<file path="config.mk">
export PLATFORM = sky130hd
export DESIGN_NAME = gold_sequence_qpsk_generator
export DESIGN_NICKNAME = d
export VERILOG_FILES = /design/src/rtl/gsqg_pkg.sv /design/src/rtl/gold_sequence_qpsk_generator.sv
export SDC_FILE = /design/constraint.sdc
export NUM_CORES = 1
export LEC_CHECK = 0
export ABC_AREA = 0
export BUFFER_PORTS_ARGS = -buffer_cell sky130_fd_sc_hd__buf_2
export CORE_ASPECT_RATIO = 0.75
export CORE_MARGIN = 2
export CORE_UTILIZATION = 55
export CTS_CLUSTER_SIZE = 12
export DETAILED_ROUTE_END_ITERATION = 12
export PLACE_DENSITY = 0.73
export REMOVE_ABC_BUFFERS = 1
export SYNTH_ARGS = -nofsm -noshare
export SYNTH_HDL_FRONTEND = slang
export SYNTH_SLANG_ARGS = --single-unit
</file>
<file path="constraint.sdc">
create_clock -name clock -period 12.5 [get_ports clock]
set_clock_uncertainty 0.2 [all_clocks]
set_input_delay 1.25 -clock clock [delete_from_list [all_inputs] [get_ports clock]]
set_output_delay 1.25 -clock clock [all_outputs]
set_load 0.02 [all_outputs]
</file>
<file path="src/rtl/gsqg_pkg.sv">
// ----------------------------------------------------------------------------
// Gold sequence QPSK generator package
// Field widths, stream packing, Q1.15 constants and the fixed 1600-step
// warm-up jump of both shift registers, worked out at elaboration.
// ----------------------------------------------------------------------------
package gsqg_pkg;

   localparam int LFSR_W      = 31;
   localparam int ID_W        = 10;
   localparam int SLOT_W      = 8;
   localparam int PORT_W      = 8;
   localparam int Q15_W       = 16;
   localparam int WARMUP_STEPS = 1600;

   // request: tdata = scr_id, slot_index, port_index (from bit 0 up)
   localparam int REQ_FIELDS_W = ID_W + SLOT_W + PORT_W;
   localparam int REQ_DATA_W   = ((REQ_FIELDS_W + 7) / 8) * 8;
   localparam int REQ_USER_W   = 1;

   // response: tdata = re_chip, im_chip, re_value, im_value (from bit 0 up)
   localparam int RSP_FIELDS_W = 2 + 2 * Q15_W;
   localparam int RSP_DATA_W   = ((RSP_FIELDS_W + 7) / 8) * 8;

   // command codes carried in req_tuser
   localparam logic CMD_SEED = 1'b0;
   localparam logic CMD_EMIT = 1'b1;

   // +1/sqrt(2) and -1/sqrt(2) in Q1.15
   localparam logic signed [Q15_W-1:0] POS_Q15 = 16'sd23170;
   localparam logic signed [Q15_W-1:0] NEG_Q15 = -16'sd23170;

   typedef logic [LFSR_W-1:0]             lfsr_type;
   typedef logic [LFSR_W-1:0][LFSR_W-1:0] jump_type;

   // First register after warm-up: always starts from 1, so it is a constant
   function automatic lfsr_type gsqg_first_warm();
      lfsr_type v;
      logic     fb;
      v = lfsr_type'(1);
      for (int k = 0; k < WARMUP_STEPS; k++) begin
         fb = v[3] ^ v[0];
         v  = {fb, v[LFSR_W-1:1]};
      end
      return v;
   endfunction

   // Second register warm-up as a GF(2) matrix: row i selects the seed bits
   // whose parity forms bit i after the jump
   function automatic jump_type gsqg_jump_matrix();
      jump_type m;
      lfsr_type v;
      logic     fb;
      m = '0;
      for (int j = 0; j < LFSR_W; j++) begin
         v = lfsr_type'(1) << j;
         for (int k = 0; k < WARMUP_STEPS; k++) begin
            fb = v[3] ^ v[2] ^ v[1] ^ v[0];
            v  = {fb, v[LFSR_W-1:1]};
         end
         for (int i = 0; i < LFSR_W; i++) begin
            m[i][j] = v[i];
         end
      end
      return m;
   endfunction

   localparam lfsr_type FIRST_WARM  = gsqg_first_warm();
   localparam jump_type SECOND_JUMP = gsqg_jump_matrix();

endpackage

</file>
<file path="src/rtl/gold_sequence_qpsk_generator.sv">
// ----------------------------------------------------------------------------
// Gold sequence QPSK generator
// Gold sequence of two 31-bit shift registers with seeding in one jump and two chips per symbol.
// ----------------------------------------------------------------------------
// Usage:
//   Request channel (req_*): req_tuser selects the command. A seed request
//   (CMD_SEED) takes the scrambling identity, slot_index and port_index from
//   req_tdata, forms the initial value and applies the 1600-step warm-up in
//   one fixed jump; it returns no response. An emit request (CMD_EMIT) takes
//   the next two chips (real, then imaginary) and returns one response on
//   rsp_* carrying the chip bits and their +-23170 Q1.15 values.
//   Path: an accepted request enters the request register; an emit then
//   loads the response register, unless an earlier response is still held.
//   Throughput: one request per cycle while responses are taken; the request
//   register feeds the shift-register update and response register directly,
//   so back-to-back seeds and emits run at full rate.
//   Reset: the first register holds 1, the second 0, both stages are empty.
//   An emit before any seed follows the first register alone.
//   Stall: while a response waits on rsp_tready, a pending emit stays in the
//   request register and req_tready drops; seeds still pass, and an empty
//   request register takes one more request.
// ----------------------------------------------------------------------------
module gold_sequence_qpsk_generator (
   input  logic                               clock,
   input  logic                               reset,
   // request
   input  logic                               req_tvalid,
   output logic                               req_tready,
   // tdata: scr_id[9:0], slot_index[17:10], port_index[25:18], zero pad
   input  logic [gsqg_pkg::REQ_DATA_W-1:0]    req_tdata,
   // tuser: command
   input  logic [gsqg_pkg::REQ_USER_W-1:0]    req_tuser,
   // response
   output logic                               rsp_tvalid,
   input  logic                               rsp_tready,
   // tdata: re_chip[0], im_chip[1], re_value[17:2], im_value[33:18], zero pad
   output logic [gsqg_pkg::RSP_DATA_W-1:0]    rsp_tdata
);
   import gsqg_pkg::*;

   localparam int PROD_W = 23;          // (14*slot+1) 12 bits x (2*id+1) 11 bits
   localparam int SCALE_SH = 10;

   // request register
   logic                 pipe_valid_ff, pipe_valid_in;
   logic                 pipe_cmd_ff;
   logic [ID_W-1:0]      pipe_id_ff;
   logic [SLOT_W-1:0]    pipe_slot_ff;
   logic [PORT_W-1:0]    pipe_port_ff;

   // sequence state
   lfsr_type             first_ff, first_in;
   lfsr_type             second_ff, second_in;

   // response register
   logic                 rsp_valid_ff, rsp_valid_in;
   logic                 re_chip_ff, im_chip_ff;

   logic                 consume;
   logic                 req_fire;
   logic [11:0]          slot_term;
   logic [10:0]          id_term;
   logic [PROD_W-1:0]    seed_prod;
   lfsr_type             seed_init;
   lfsr_type             second_seeded;

   // Take the request register when its item can leave
   assign consume    = pipe_valid_ff &&
                       (pipe_cmd_ff == CMD_SEED || !rsp_valid_ff || rsp_tready);
   assign req_tready = !pipe_valid_ff || consume;
   assign req_fire   = req_tvalid && req_tready;

   always_comb begin
      pipe_valid_in = req_fire ? 1'b1 : (consume ? 1'b0 : pipe_valid_ff);
   end

   // Load the request register
   always_ff @(posedge clock) begin
      if (reset) begin
         pipe_valid_ff <= 1'b0;
      end else begin
         pipe_valid_ff <= pipe_valid_in;
      end
      if (req_fire) begin
         pipe_cmd_ff  <= req_tuser[0];
         pipe_id_ff   <= req_tdata[ID_W-1:0];
         pipe_slot_ff <= req_tdata[ID_W+SLOT_W-1:ID_W];
         pipe_port_ff <= req_tdata[REQ_FIELDS_W-1:ID_W+SLOT_W];
      end
   end

   // Form the initial value, reduced to 31 bits
   always_comb begin
      slot_term = 12'(pipe_slot_ff) * 12'd14 + 12'd1;
      id_term   = {pipe_id_ff, 1'b1};
      seed_prod = PROD_W'(slot_term) * PROD_W'(id_term);
      seed_init = {seed_prod[LFSR_W-SCALE_SH-1:0], SCALE_SH'(0)}
                  + LFSR_W'({pipe_id_ff, 1'b0})
                  + LFSR_W'(pipe_port_ff);
   end

   // Apply the warm-up jump: one parity per bit
   always_comb begin
      for (int i = 0; i < LFSR_W; i++) begin
         second_seeded[i] = ^(SECOND_JUMP[i] & seed_init);
      end
   end

   // Next state: seed loads, emit advances both registers two steps
   always_comb begin
      first_in     = first_ff;
      second_in    = second_ff;
      rsp_valid_in = rsp_valid_ff && !rsp_tready;
      if (consume) begin
         if (pipe_cmd_ff == CMD_SEED) begin
            first_in  = FIRST_WARM;
            second_in = second_seeded;
         end else begin
            first_in  = {first_ff[4] ^ first_ff[1],
                         first_ff[3] ^ first_ff[0],
                         first_ff[LFSR_W-1:2]};
            second_in = {second_ff[4] ^ second_ff[3] ^ second_ff[2] ^ second_ff[1],
                         second_ff[3] ^ second_ff[2] ^ second_ff[1] ^ second_ff[0],
                         second_ff[LFSR_W-1:2]};
            rsp_valid_in = 1'b1;
         end
      end
   end

   // Hold state and response
   always_ff @(posedge clock) begin
      if (reset) begin
         first_ff     <= lfsr_type'(1);
         second_ff    <= '0;
         rsp_valid_ff <= 1'b0;
      end else begin
         first_ff     <= first_in;
         second_ff    <= second_in;
         rsp_valid_ff <= rsp_valid_in;
      end
      if (consume && pipe_cmd_ff == CMD_EMIT) begin
         re_chip_ff <= first_ff[0] ^ second_ff[0];
         im_chip_ff <= first_ff[1] ^ second_ff[1];
      end
   end

   // Drive the response
   assign rsp_tvalid = rsp_valid_ff;
   assign rsp_tdata  = {(RSP_DATA_W - RSP_FIELDS_W)'(0),
                        im_chip_ff ? NEG_Q15 : POS_Q15,
                        re_chip_ff ? NEG_Q15 : POS_Q15,
                        im_chip_ff,
                        re_chip_ff};

`ifndef SYNTH
   // a seed leaves the first register at its warm constant
   assert property (@(posedge clock) disable iff (reset)
      (consume && pipe_cmd_ff == CMD_SEED) |=> (first_ff == FIRST_WARM))
      else $error("first register not at warm value after seed");

   // an emit shifts both registers by two
   assert property (@(posedge clock) disable iff (reset)
      (consume && pipe_cmd_ff == CMD_EMIT) |=>
         (first_ff[LFSR_W-3:0] == $past(first_ff[LFSR_W-1:2]) &&
          second_ff[LFSR_W-3:0] == $past(second_ff[LFSR_W-1:2])))
      else $error("emit did not advance registers two steps");

   // a blocked emit leaves the sequence untouched
   assert property (@(posedge clock) disable iff (reset)
      (pipe_valid_ff && pipe_cmd_ff == CMD_EMIT && rsp_valid_ff && !rsp_tready) |=>
         ($stable(first_ff) && $stable(second_ff) && pipe_valid_ff))
      else $error("sequence moved while emit was blocked");

   // response values follow their chips
   assert property (@(posedge clock) disable iff (reset)
      rsp_valid_ff |-> (rsp_tdata[17:2] == (rsp_tdata[0] ? NEG_Q15 : POS_Q15) &&
                        rsp_tdata[33:18] == (rsp_tdata[1] ? NEG_Q15 : POS_Q15)))
      else $error("response value does not match chip");
`endif

endmodule

</file>
==> flow_summary.yaml, run 1 <==
run_status:
  status: "finished, final reports clean"
sta:
  fmax_ghz: 0.0975
  finalSetupTns_ns: 0
  relSlewSlack: 0.365
  fin_crit_sh: 0.820
  tightestPinTransition_ns: 0.946
  finalHoldViolations: 0
  finalSetupViolCount: 0
  rsz0062_at_grt: "no"
  drv_slew: 0
  fin_crit_ns: 10.26
critical_path:
  path_buf_inv: 5
  required_ns: 12.51
  worst_path_max_delay_cell: "edfxtp_1"
  crit_family: "adder cells"
  start_kind: "register"
  crit_top_cell: "fa_1"
  worst_ep_arrival_time_ns: 10.26
  end_kind: "register"
  cp_max_fo: 13
  slowest_delay_ns: 0.64
  critPathKind: "reg2reg"
cells_and_area:
  nets: 1492
  fin_util: 0.585
  num-fill-cells: 1869
  fin_cells: 1582
  antenna_cells: 0
  area_delta_synth_final_pct: 5.05
  layout-drive-gt1-share: 0.0943
  design_area_um2: 12300
yosys:
  seq_area_frac_synth: 0.185
  synth_edf_count: 29
  ys_top_cells_by_area: "fa_1 (17%), dfxtp_1 (11%), xnor2_1 (9.8%), edfxtp_1 (7.5%), ha_1 (7.4%)"
  synthTopCellsByCount: "inv_1 (134), xnor2_1 (131), nand2_1 (112)"
  synth_area_per_cell_um2: 8.99
  synth_ff_type: "dfxtp_1"
  yosysUniqueCellTypes: 86
  synth.most_common_cell: "inv_1"
  synth_area_um2: 11700
  ys_ff_latch: 93
  synth_top_area_cell: "fa_1"
  syn_inst: 1297
  synth-async-reset-ratio: 0
  netlist.area_leader.share: 0.166
  yosys_warnings: 0
drt:
  vias: 9096
  drtIter0Drc: 845
  drc: 0
  postRouteAntennaNets: 0
  avgRoutedWirePerCell_um: 17.3
  firstDrtPassIters: 5
  routed_wl_um: 27400
  vias_per_cell: 5.75
global_route:
  grt_pass1_wl_um: 44500
  grt_pass1_vias: 8348
  grt_max_degree: 67
  grt-ovfl-total: 0
  antenna_found_initial: 0
  grtUsageTotal: 0.256
clock_network:
  htree_levels: 3
  clk_pin_slew_ns: 0.08
  cts_buffer_depth: 2
  cts.sinks: 93
  cts_root_buf: "clkbuf_16"
  worstSkewPairLatency_ns: 0.36
  cts_tree: "yes"
  cts_hold_buf: 0
  cts_buffers: 9
  post-cts-setup-buffers: 0
  ctsResizeCount: 0
die:
  die-area_um2: 22400
  row_count: 46
  core-area_um2: 21000
  die_h_um: 130
  die_w_um: 172
  io_pins: 79
  start_util: 0.557
place:
  place_area_um2: 11900
  portBuffers: 62
  dp_hpwl_um: 21400
  dp.cells: 1566
  gp_congestion: 0.999
worst_hold_path:
  hp-class: "reg2reg"
job:
  drv_cap: 0
[worst paths after layout]
path / from / slack (ns) / depth (start not counted) / endpoint
max: pipe_slot_ff[0] / 2.24 / 29 / second_ff[14]
min: first_ff[20] / 0.25 / 2 / first_ff[20]
max reg2reg: pipe_slot_ff[0] / 2.24 / 29 / second_ff[14]
min reg2reg: first_ff[20] / 0.25 / 2 / first_ff[20]
[tightest hold or removal path: cells and delay by family, from the launching register on]
family | cells | cell delay (ns)
DFF | 1 | 0.31
and+or+nand+nor | 1 | 0.05
AOI/OAI and AO/OA | 1 | 0.05
[per-stage QoR]
step | setup slack (ns) | hold slack, ns
6_report | 2.24 | 0.251
2_1_floorplan | 3.80 | 0.226
4_1_cts | 2.38 | 0.253
3_3_place_gp | 2.59 | 0.239
5_1_grt | 1.55 | 0.273
3_5_place_dp | 2.42 | 0.245
[layout make-up]
type,instances,area [um2],area share
Timing Repair Buffer,73,393,0.0321
Tap cell,288,360,0.0294
Multi-Input combinational cell,976,8530,0.696
Sequential cell,93,2150,0.176
Clock buffer,9,225,0.0184
Inverter,136,510,0.0417
Clock inverter,7,86.3,0.00705
[routing by layer]
metal / up-vias / global-route usage / share of wire
li1: 4320 / - / -
met1: 4432 / 0.407 / 0.50
met2: 324 / 0.363 / 0.41
met3: 20 / 0.0519 / 0.084
met4: 0 / 0.0415 / 0.0080
met5: - / 0 / 0
[layout by cell type, fill, tap and decap left out, types with 9 or more instances in the layout]
cell / netlist / final
a21oi_1: 70 / 69
ha_1: 69 / 69
inv_1: 134 / 134
nor2_1: 43 / 43
nand3_1: 38 / 38
edfxtp_1: 29 / 29
a21o_1: 12 / 12
nand2_1: 112 / 112
dfxtp_1: 64 / 64
and2_1: 43 / 43
a31oi_1: 10 / 9
buf_4: 40 / 11
nor3_1: 37 / 37
buf_2: 4 / 62
o21a_1: 13 / 13
xnor2_1: 131 / 131
a211oi_1: 9 / 9
and3_1: 20 / 20
fa_1: 97 / 97
conb_1: 2 / 10
xnor3_1: 23 / 23
xor2_1: 51 / 51
clkbuf_16: 0 / 9
o22ai_1: 14 / 14
o21ai_0: 36 / 36
nor2b_1: 13 / 13
[flip-flops by register name, indices dropped and copies added, names as in the netlist]
signal         count
pipe_cmd_ff        1
im_chip_ff         1
rsp_tvalid         1
second_ff         31
pipe_port_ff       8
pipe_valid_ff      1
pipe_slot_ff       8
pipe_id_ff        10
re_chip_ff         1
first_ff          31
[cell families (layout without fill, tap and decap cells)]
logic type | after synthesis | in the layout | share of synthesized area
other | 2 | 10 | 0.000644
buffers and inverters | 236 | 225 | 0.0894
AOI/OAI and AO/OA | 233 | 233 | 0.134
muxes | 6 | 6 | 0.00526
xor gates and xnor gates | 212 | 212 | 0.192
adders and majority gates | 166 | 166 | 0.241
and+or+nand+nor | 349 | 349 | 0.154
DFF | 93 | 93 | 0.185
Power of run 1 is not shown: default switching activity piles up to over one toggle a cycle in this logic, so the estimate is an artifact.
==> run 2, diff against run 1 <==
clock period = 10.56 ns   (was 12.5 ns; I/O delays follow)
==> flow_summary.yaml, run 2 (same netlist as run 1, synthesis figures left out) <==
cells_and_area:
  layout_commonest_cell: "inv_1"
  layout-drive-gt1-share: 0.0998
  antenna_cells: 0
  reg_top3: "first_ff x31, second_ff x31, pipe_id_ff x10"
  layout_common_cells: "inv_1 (134), xnor2_1 (131), nand2_1 (112)"
  fin_util: 0.587
  nets: 1500
  area_delta_synth_final_pct: 5.48
drt:
  vias_per_cell: 5.75
  drtIter0Drc: 858
  drc: 0
  firstDrtPassIters: 5
  avgRoutedWirePerCell_um: 17.2
  vias: 9137
  routed_wl_um: 27300
  postRouteAntennaNets: 0
critical_path:
  worst_ep_arrival_time_ns: 9.91
  end_kind: "register"
  crit_family: "adder cells"
  critPathKind: "reg2reg"
  slowest_delay_ns: 0.63
  required_ns: 10.56
  worst_path_max_delay_cell: "xnor2_1"
  cp_max_fo: 13
  path_buf_inv: 7
  start_kind: "register"
place:
  portBuffers: 62
  gp_congestion: 0.972
  dp_hpwl_um: 21600
global_route:
  grt_pass1_wl_um: 44200
  grt_max_degree: 67
  grt_pass1_vias: 8428
  grt-ovfl-total: 0
  antenna_found_initial: 1
  grtUsageTotal: 0.255
clock_network:
  cts_buffers: 9
  worstSkewPairLatency_ns: 0.36
  post-cts-setup-buffers: 0
  cts_buffer_depth: 2
  cts_root_buf: "clkbuf_16"
  clk_pin_slew_ns: 0.08
  cts_hold_buf: 0
  cts_tree: "yes"
  cts.sinks: 93
  htree_levels: 3
  ctsResizeCount: 0
sta:
  finalHoldViolations: 0
  drv_slew: 0
  fmax_ghz: 0.101
  fin_crit_sh: 0.938
  finalSetupTns_ns: 0
  fin_crit_ns: 9.91
  rsz0062_at_grt: "no"
  tightestPinTransition_ns: 0.883
  relSlewSlack: 0.411
  finalSetupViolCount: 0
  timing.hold.ws_ns: 0.254
job:
  drv_cap: 0
die:
  die_w_um: 172
  die-area_um2: 22400
  core-area_um2: 21000
  row_count: 46
  io_pins: 79
  die_h_um: 130
  start_util: 0.557
run_status:
  status: "finished, final reports clean"
worst_hold_path:
  hp-class: "reg2reg"
-- run 2: per-layer routing --
layer  vias up  global-route usage  share of wire  routed length [um]
met2       361               0.358           0.40               10900
met3        21              0.0500           0.10                2770
met4         0              0.0450          0.010                 273
met5         -                   0              0                   0
li1       4330                   -              -                   -
met1      4425               0.408           0.49               13300
-- run 2: path summary, 6_finish.rpt --
check,startpoint,endpoint,slack (ns),depth (start not counted)
worst max register to register,pipe_slot_ff[0],second_ff[14],0.65,29
worst max-delay path,pipe_slot_ff[0],second_ff[14],0.65,29
worst min-delay path,first_ff[23],first_ff[23],0.25,2
worst min register to register,first_ff[23],first_ff[23],0.25,2
-- run 2: area by class of cell --
| type | count | area [um2] |
|---|---|---|
| fillers | 1859 | 8650 |
| multi-input cells | 976 | 8530 |
| flip-flops and latches | 93 | 2150 |
| inverters | 136 | 510 |
| repair buffers | 81 | 453 |
| well taps | 288 | 360 |
| clock buffers | 9 | 225 |
| clock inverters | 7 | 76.3 |
-- run 2: worst reg2reg max path: cells and delay by family (launching register included) --
kind                       cells  cell delay (ns)
buffers and inverters          7             0.54
adders and majority gates      9             3.86
AOI/OAI and AO/OA              6             1.78
and+or+nand+nor                2             0.37
DFF                            1             0.60
xor gates and xnor gates       5             2.42
-- run 2: stage by stage --
stage,instance area (um2),instances,setup WS (ns)
finish,12300,1590,0.654
global route,12300,1590,0.217
detailed placement,12000,1574,0.836
CTS,12300,1590,0.791
global placement,12000,1574,1.11
floorplan,11200,1205,1.86
Power of run 2 is left out for the same reason.
